### src/rtl/core/assert_macros.svh
// assertion helpers used by ordered_header_filter_set.sv
`ifndef ASSERT_MACROS_SVH
`define ASSERT_MACROS_SVH

`ifndef SYNTH

// expression must hold at every clock edge outside reset
`define ASSERT_ALWAYS(lbl, clk, rst_n, expr) \
    lbl: assert property (@(posedge clk) disable iff (!rst_n) (expr)) \
        else $error("assertion failed");

// consequent must hold in the same cycle as the antecedent
`define ASSERT_IMPL(lbl, clk, rst_n, ante, cons) \
    lbl: assert property (@(posedge clk) disable iff (!rst_n) (ante) |-> (cons)) \
        else $error("assertion failed");

// consequent must hold in the cycle after the antecedent
`define ASSERT_NEXT(lbl, clk, rst_n, ante, cons) \
    lbl: assert property (@(posedge clk) disable iff (!rst_n) (ante) |=> (cons)) \
        else $error("assertion failed");

`else

`define ASSERT_ALWAYS(lbl, clk, rst_n, expr)
`define ASSERT_IMPL(lbl, clk, rst_n, ante, cons)
`define ASSERT_NEXT(lbl, clk, rst_n, ante, cons)

`endif

`endif

### src/rtl/core/ohfs_pkg.sv
`default_nettype none

package ohfs_pkg;

    localparam int CAPACITY_DEF = 64;

    localparam int HDR_W = 16;
    localparam int POS_W = 6;
    localparam int OP_W  = 3;
    localparam int CNT_OUT_W = 7;
    localparam int STS_W = 2;

    // operation codes
    localparam logic [OP_W-1:0] OP_INSERT = 3'd0;
    localparam logic [OP_W-1:0] OP_ERASE  = 3'd1;
    localparam logic [OP_W-1:0] OP_LOOKUP = 3'd2;
    localparam logic [OP_W-1:0] OP_READ   = 3'd3;
    localparam logic [OP_W-1:0] OP_CLEAR  = 3'd4;

    // result status codes
    localparam logic [STS_W-1:0] ST_OK    = 2'd0;
    localparam logic [STS_W-1:0] ST_FULL  = 2'd1;
    localparam logic [STS_W-1:0] ST_RANGE = 2'd2;

    // control broadcast to every cell
    typedef struct packed {
        logic             cmp;
        logic             ins;
        logic             del;
        logic [HDR_W-1:0] hdr;
        logic [POS_W-1:0] pos;
    } t_cell_ctl;

endpackage

`default_nettype wire

### src/rtl/core/ohfs_cell.sv
`default_nettype none

module ohfs_cell #(
    parameter int IDX   = 0,
    parameter int CNT_W = 7
) (
    input  wire                        i_clk,
    input  wire  ohfs_pkg::t_cell_ctl  i_ctl,
    input  wire  [CNT_W-1:0]           i_count,
    input  wire                        i_seen,
    input  wire  [ohfs_pkg::HDR_W-1:0] i_next_entry,
    output logic [ohfs_pkg::HDR_W-1:0] o_entry,
    output logic                       o_match,
    output logic [ohfs_pkg::HDR_W-1:0] o_rd
);

    localparam bit                         POS_OK  = IDX < (1 << ohfs_pkg::POS_W);
    localparam logic [ohfs_pkg::POS_W-1:0] POS_IDX = ohfs_pkg::POS_W'(IDX);
    localparam logic [CNT_W-1:0]           MY_IDX  = CNT_W'(IDX);

    logic [ohfs_pkg::HDR_W-1:0] r_entry;
    logic                       r_match;
    logic [ohfs_pkg::HDR_W-1:0] r_rd;
    logic                       w_live;
    logic                       w_pos_hit;

    assign w_live    = MY_IDX < i_count;
    assign w_pos_hit = POS_OK && (i_ctl.pos == POS_IDX);

    // compare phase: snapshot match and read term
    always_ff @(posedge i_clk) begin
        if (i_ctl.cmp) begin
            r_match <= w_live && (r_entry == i_ctl.hdr);
            r_rd    <= w_pos_hit ? r_entry : '0;
        end
    end

    // update phase: append at the tail or shift down from the neighbor
    always_ff @(posedge i_clk) begin
        if (i_ctl.ins && (i_count == MY_IDX)) begin
            r_entry <= i_ctl.hdr;
        end else if (i_ctl.del && i_seen) begin
            r_entry <= i_next_entry;
        end
    end

    assign o_entry = r_entry;
    assign o_match = r_match;
    assign o_rd    = r_rd;

endmodule

`default_nettype wire

### src/rtl/core/ordered_header_filter_set.sv
// a request beat is accepted, compared and updated before its result beat;
//   the block takes no new beat until then, as it waits for the compare register
//   stage in every cell followed by the update pass along the cell chain
// reset: synchronous active-low; clears count, control state and result valid,
//   stored headers are not cleared and need no clearing pass
`default_nettype none
`include "assert_macros.svh"

module ordered_header_filter_set #(
    parameter int CAPACITY = ohfs_pkg::CAPACITY_DEF
) (
    input  wire                            i_clk,
    input  wire                            i_rst_n,
    // request channel
    input  wire                            i_in_valid,
    output logic                           o_in_ready,
    input  wire  [ohfs_pkg::OP_W-1:0]      i_operation,
    input  wire  [ohfs_pkg::HDR_W-1:0]     i_header,
    input  wire  [ohfs_pkg::POS_W-1:0]     i_position,
    // result channel
    output logic                           o_out_valid,
    input  wire                            i_out_ready,
    output logic                           o_found,
    output logic [ohfs_pkg::HDR_W-1:0]     o_read_header,
    output logic [ohfs_pkg::CNT_OUT_W-1:0] o_entry_count,
    output logic [ohfs_pkg::STS_W-1:0]     o_status
);

    localparam int CNT_W = $clog2(CAPACITY + 1);
    localparam int CMP_W = CNT_W + ohfs_pkg::POS_W;
    localparam logic [CNT_W-1:0] CAP_CNT = CNT_W'(CAPACITY);

    // one-hot sequencer
    typedef enum logic [2:0] {
        S_IDLE = 3'b001,
        S_CMP  = 3'b010,
        S_EXE  = 3'b100
    } t_state;

    t_state r_state, n_state;

    // captured request beat
    logic [ohfs_pkg::OP_W-1:0]  r_op;
    logic [ohfs_pkg::HDR_W-1:0] r_hdr;
    logic [ohfs_pkg::POS_W-1:0] r_pos;

    // set state
    logic [CNT_W-1:0] r_count, n_count;

    // result register
    logic                       r_out_valid;
    logic                       r_found, n_found;
    logic [ohfs_pkg::HDR_W-1:0] r_rd, n_rd;
    logic [ohfs_pkg::CNT_OUT_W-1:0] r_out_count;
    logic [ohfs_pkg::STS_W-1:0] r_status, n_status;

    // cell chain wiring
    ohfs_pkg::t_cell_ctl        w_ctl;
    logic [CAPACITY-1:0]        w_match;
    logic [CAPACITY-1:0]        w_seen;
    logic [ohfs_pkg::HDR_W-1:0] w_entry [CAPACITY];
    logic [ohfs_pkg::HDR_W-1:0] w_rd    [CAPACITY];
    logic [ohfs_pkg::HDR_W-1:0] w_rd_or;
    logic                       w_hit;
    logic                       w_accept;
    logic                       w_adv;
    logic                       w_ins;
    logic                       w_del;
    logic                       w_pos_ok;
    logic [CNT_W+ohfs_pkg::CNT_OUT_W-1:0] w_cnt_ext;

    assign o_in_ready = (r_state == S_IDLE);
    assign w_accept   = i_in_valid && o_in_ready;
    // update step fires once the result register is free
    assign w_adv      = (r_state == S_EXE) && (!r_out_valid || i_out_ready);

    always_comb begin
        n_state = r_state;
        unique case (r_state)
            S_IDLE: begin
                if (w_accept) n_state = S_CMP;
            end
            S_CMP: begin
                n_state = S_EXE;
            end
            S_EXE: begin
                if (w_adv) n_state = S_IDLE;
            end
            default: n_state = S_IDLE;
        endcase
    end

    // matched slot and every slot above it (lowest set bit and up)
    assign w_hit  = |w_match;
    assign w_seen = w_match | (~w_match + CAPACITY'(1));

    // read terms are zero in every cell but the addressed one
    always_comb begin
        w_rd_or = '0;
        for (int k = 0; k < CAPACITY; k++) begin
            w_rd_or = w_rd_or | w_rd[k];
        end
    end

    assign w_pos_ok = CMP_W'(r_pos) < CMP_W'(r_count);

    // operation decode for the update step
    always_comb begin
        n_count  = r_count;
        n_found  = 1'b0;
        n_rd     = '0;
        n_status = ohfs_pkg::ST_OK;
        w_ins    = 1'b0;
        w_del    = 1'b0;
        unique case (r_op)
            ohfs_pkg::OP_INSERT: begin
                if (w_hit) begin
                    n_found = 1'b1;
                end else if (r_count == CAP_CNT) begin
                    n_status = ohfs_pkg::ST_FULL;
                end else begin
                    w_ins   = 1'b1;
                    n_count = r_count + CNT_W'(1);
                end
            end
            ohfs_pkg::OP_ERASE: begin
                if (w_hit) begin
                    n_found = 1'b1;
                    w_del   = 1'b1;
                    n_count = r_count - CNT_W'(1);
                end
            end
            ohfs_pkg::OP_LOOKUP: begin
                n_found = w_hit;
            end
            ohfs_pkg::OP_READ: begin
                if (w_pos_ok) begin
                    n_rd = w_rd_or;
                end else begin
                    n_status = ohfs_pkg::ST_RANGE;
                end
            end
            ohfs_pkg::OP_CLEAR: begin
                n_count = '0;
            end
            default: begin
                // unused codes leave everything as is
            end
        endcase
    end

    // entry count reported modulo 128
    assign w_cnt_ext = {{ohfs_pkg::CNT_OUT_W{1'b0}}, n_count};

    assign w_ctl.cmp = (r_state == S_CMP);
    assign w_ctl.ins = w_adv && w_ins;
    assign w_ctl.del = w_adv && w_del;
    assign w_ctl.hdr = r_hdr;
    assign w_ctl.pos = r_pos;

    // the cell chain: each cell holds one slot in insertion order
    for (genvar g = 0; g < CAPACITY; g++) begin : g_cell
        logic [ohfs_pkg::HDR_W-1:0] w_next;
        if (g == CAPACITY - 1) begin : g_last
            assign w_next = w_entry[g];
        end else begin : g_mid
            assign w_next = w_entry[g+1];
        end
        ohfs_cell #(
            .IDX   (g),
            .CNT_W (CNT_W)
        ) u_cell (
            .i_clk        (i_clk),
            .i_ctl        (w_ctl),
            .i_count      (r_count),
            .i_seen       (w_seen[g]),
            .i_next_entry (w_next),
            .o_entry      (w_entry[g]),
            .o_match      (w_match[g]),
            .o_rd         (w_rd[g])
        );
    end

    // control registers
    always_ff @(posedge i_clk) begin
        if (!i_rst_n) begin
            r_state     <= S_IDLE;
            r_count     <= '0;
            r_out_valid <= 1'b0;
        end else begin
            r_state <= n_state;
            if (w_adv) begin
                r_count <= n_count;
            end
            if (w_adv) begin
                r_out_valid <= 1'b1;
            end else if (i_out_ready) begin
                r_out_valid <= 1'b0;
            end
        end
    end

    // payload registers
    always_ff @(posedge i_clk) begin
        if (w_accept) begin
            r_op  <= i_operation;
            r_hdr <= i_header;
            r_pos <= i_position;
        end
        if (w_adv) begin
            r_found     <= n_found;
            r_rd        <= n_rd;
            r_out_count <= w_cnt_ext[ohfs_pkg::CNT_OUT_W-1:0];
            r_status    <= n_status;
        end
    end

    assign o_out_valid   = r_out_valid;
    assign o_found       = r_found;
    assign o_read_header = r_rd;
    assign o_entry_count = r_out_count;
    assign o_status      = r_status;

    // count never passes the capacity
    `ASSERT_ALWAYS(a_count_cap, i_clk, i_rst_n, r_count <= CAP_CNT)
    // duplicate-free: at most one live cell matches
    `ASSERT_IMPL(a_match_single, i_clk, i_rst_n, r_state == S_EXE, $onehot0(w_match))
    // an accepted beat always moves into the compare step
    `ASSERT_NEXT(a_accept_cmp, i_clk, i_rst_n, w_accept, r_state == S_CMP)
    // clear empties the set
    `ASSERT_NEXT(a_clear_empty, i_clk, i_rst_n, w_adv && (r_op == ohfs_pkg::OP_CLEAR),
        r_count == '0)

endmodule

`default_nettype wire

### config.mk
export PLATFORM = sky130hd
export DESIGN_NAME = ordered_header_filter_set
export DESIGN_NICKNAME = d
export VERILOG_FILES = /design/src/rtl/core/ohfs_pkg.sv /design/src/rtl/core/ohfs_cell.sv /design/src/rtl/core/ordered_header_filter_set.sv
export VERILOG_INCLUDE_DIRS = /design/src /design/src/rtl/core
export SDC_FILE = /design/constraint.sdc
export NUM_CORES = 2
export LEC_CHECK = 0
export BUFFER_PORTS_ARGS = -buffer_cell sky130_fd_sc_hd__clkbuf_2
export CORE_ASPECT_RATIO = 0.9
export CORE_MARGIN = 2
export CORE_UTILIZATION = 25
export CTS_BUF_LIST = sky130_fd_sc_hd__clkbuf_16
export CTS_CLUSTER_SIZE = 12
export DETAILED_ROUTE_END_ITERATION = 10
export PLACE_DENSITY = 0.39
export SLEW_MARGIN = 10
export SYNTH_ARGS = -nofsm -noshare
export SYNTH_HDL_FRONTEND = slang
export SYNTH_SLANG_ARGS = --single-unit
### constraint.sdc
create_clock -name i_clk -period 56 [get_ports i_clk]
set_clock_uncertainty 0.15 [all_clocks]
set_input_delay 11.2 -clock i_clk [delete_from_list [all_inputs] [get_ports i_clk]]
set_output_delay 11.2 -clock i_clk [all_outputs]
set_load 0.005 [all_outputs]
==> impl_results.md <==
* Outcome: finished, violations left
* Failing checks: max-capacitance violations
* Ys Warns at 0
* Max FO, Critical Path at 21
* Total Routing Usage GR at 0.2020
* DP Worst Slack at roughly 40 ns
* FF-to-FF setup slack at a little under 50 ns
* Pwr dens at roughly 29 mW/mm^2
* Detailed Route WL at approximately 430000 um
* CTS tree: yes
* Finish-stage setup viols at 0
* Max Root-Sink Buffers at 4
* Die ar. at 0.4139 mm^2
* Fmax at 66.53 MHz
* Number of unique standard cell types used by synthesis at 63
* Initial antenna violation count at a little under 60
* Synthesis-stage register bit count at approximately 2200
* DRC at 0
* Multi-input gate area at ~0.036 mm^2
* Crit path launch type: primary input
* Setup TNS at 0 ns
* Area Overhead vs Synth at 14.64%
* Starting Density at 0.2513
* R2R depth at 9
* H-tree Lvls at 4
* Avg Cell Area, Syn at ~15 um^2
* First-pass GRT wire length at approximately 580000 um
* DP Cell Count at 12240
* Clk slew on worst S/H paths at 0.06 ns
* Cts repair resizes at 0
* Fin. Hold Viols at 0
* Peak supply drop at 0.00002463 V
* Post-Synthesis Net Count at 6984
* WP data required at around 56 ns
* Finished Core Util at 0.2881
* Unrepaired setup endpoints after global routing: no
* Top cell type's share of synthesized area at 0.6356
* Worst Tran Pin Value at around 1.5 ns
* Vias in the first global route at between 60000 and 70000
* Leading area contributor after synthesis: edfxtp_1
* Tcrit/Tclk final at 0.2684
* Critical-path cell list: clkbuf_2, nor2b_1, nand2b_1, clkinv_1, nand2_4, buf_4, or4_1, nand2_1
* Iter 0 DRT Violations at approximately 7500
* Top cells by area, synth: edfxtp_1 64%, mux2_2 11%, and2_1 6.3%
* Static leakage at 36.82 nW
* Wire per inst at around 34 um
* Clk sinks at about 2200
* Core area at between 0.4 and 0.5 mm^2
* Clk Latency, worst-skew pair at between 0.9 and 1 ns
* Clk root buf: clkbuf_16
* Register area share after synthesis at 0.6377
* Largest net degree at the start of global routing at 158
* Die Y at between 600 and 700 um
* Remaining global-route overflow at 0
* Synth cell count leaders: 2163 x edfxtp_1, 1029 x and2_1, 965 x mux2_2, 532 x xor2_1, 492 x xnor2_1
* Total CTS buffers at roughly 240
* Post-CTS Setup Repair Bufs at 0
* Crit path largest cell delay at around 0.7 ns
* Fill count at around 40000
* Drt pass-1 iters at 5
* WP data arrival at ~15 ns
* Via density per instance at just under 5
* Slowest cell on the critical path: buf_4
* Fin crit period at 15.03 ns
* Cell Count, Final, Fillers Out at around 13000
* Most instantiated library cell after synthesis: edfxtp_1
* Final Max Slew Viols at 0
* I/O pin cnt at 57
* Rel. slew slack at 0.01396
* Post-synthesis async set-or-reset flop share at 0
* Num rows at approximately 220
* GPL Wtd Cong at around 0.9
* Number of synthesized flops with an enable pin at between 2000 and 2500
* Cts hold-fix bufs at 0
* Maxcap violations at 1
* Reg area at about 0.065 mm^2
* Mapped cell area at 0.1022 mm^2
* Cells after Synth at between 6000 and 7000
* Dpl hpwl at 309400 um
* Final WS setup at approximately 41 ns
* Crit. End Element: flop
* Port bufs at 56
* Min-delay worst type: flop to flop
* Fraction of layout cells with a size suffix above 1 at 0.2370
* WS Path Type: primary input to flop
* Top_reg_cell synth: edfxtp_1
* Worst Hold Path Cells at 2
* Via count at ~62000
* ANT nets after route at 0
* Nets at roughly 7100
* Chip Width at 677.9 um
==> critical path, delay by kind of cell <==
family | cells | cell delay [ns]
buffers and inverters | 3 | 1.33
AND/OR/NAND/NOR | 5 | 2.71
==> worst paths after layout <==
path	start	endpoint
worst min register to register	r_count[2]$_SDFFE_PN0P_	r_count[2]$_SDFFE_PN0P_
worst min-delay path	r_count[2]$_SDFFE_PN0P_	r_count[2]$_SDFFE_PN0P_
worst max register to register	g_cell[37].u_cell.o_match$_DFFE_PN_	g_cell[54].u_cell.o_entry[12]$_DFFE_PP_
worst max-delay path	i_out_ready	g_cell[35].u_cell.o_entry[0]$_DFFE_PP_
==> sequential cells by signal, summed over array words and instances, names as in the netlist, 6 cells and up <==
register               cells
o_entry_count              7
g_cell.u_cell.o_match     64
r_count                    7
g_cell.u_cell.o_rd      1024
r_pos                      6
g_cell.u_cell.o_entry   1024
r_hdr                     16
o_read_header             16
==> routing by layer <==
layer | vias to the layer above | wire (um) | global-route usage
li1 | 26260 | - | -
met1 | 33020 | 198900 | 0.2917
met2 | 2268 | 189300 | 0.3079
met3 | 530 | 27850 | 0.03511
met4 | 16 | 14140 | 0.05988
met5 | - | 98 | 0
==> logic make-up after synthesis <==
family	count (synthesis)	share of synthesized area
flip-flops	2174	0.6377
AND/OR/NAND/NOR	2113	0.1316
XOR/XNOR	1024	0.08776
multiplexers	1011	0.1114
buffers and inverters	424	0.01775
AO/OA/AOI/OAI	187	0.01248
adder cells (fa/ha/maj)	11	0.001347
==> power breakdown <==
part           total (mW)  leakage [nW]  internal, mW  switching [mW]
registers            1.79          19.6          1.78         0.00678
clock network        1.51          3.78         0.821           0.693
logic               0.148          13.5        0.0383           0.110
==> layout make-up <==
class	instances	share of cell area
Inverter	12	0.0003845
Multi-Input combinational cell	4346	0.3034
Clock buffer	244	0.05212
Antenna cell	16	0.0003418
Sequential cell	2174	0.5563
Tap cell	5376	0.05742
Clock inverter	181	0.008683
Timing Repair Buffer	334	0.02137
==> through the flow <==
| step | power [mW] | area [um^2] | hold WS (ns) |
|---|---|---|---|
| floorplan | 1.927 | 102200 | 0.2744 |
| global placement | 1.967 | 109900 | 0.3443 |
| detailed placement | 1.967 | 110000 | 0.3603 |
| CTS | 3.479 | 117100 | 0.3683 |
| global route | 3.541 | 117100 | 0.4010 |
| finish | 3.448 | 117200 | 0.3789 |
==> layout by cell type, fill, tap and decap left out, types with 21 or more instances in the layout <==
master / n
inv_1: 79
clkinv_1: 57
clkbuf_2: 56
o21ai_0: 34
clkinv_2: 40
nand2b_1: 21
xor2_1: 532
nand2_1: 89
nor4_4: 43
buf_4: 266
a21oi_1: 22
xnor2_1: 492
or4_1: 25
and2_1: 1028
nor4_1: 408
mux2_2: 965
edfxtp_1: 2163
nor3_1: 41
nand4_1: 190
nor2_1: 92
nor4_2: 33
mux2_1: 43
clkbuf_16: 244
a211oi_1: 24
nand3_1: 58
Note: power is estimated with default switching activity, not from simulation.
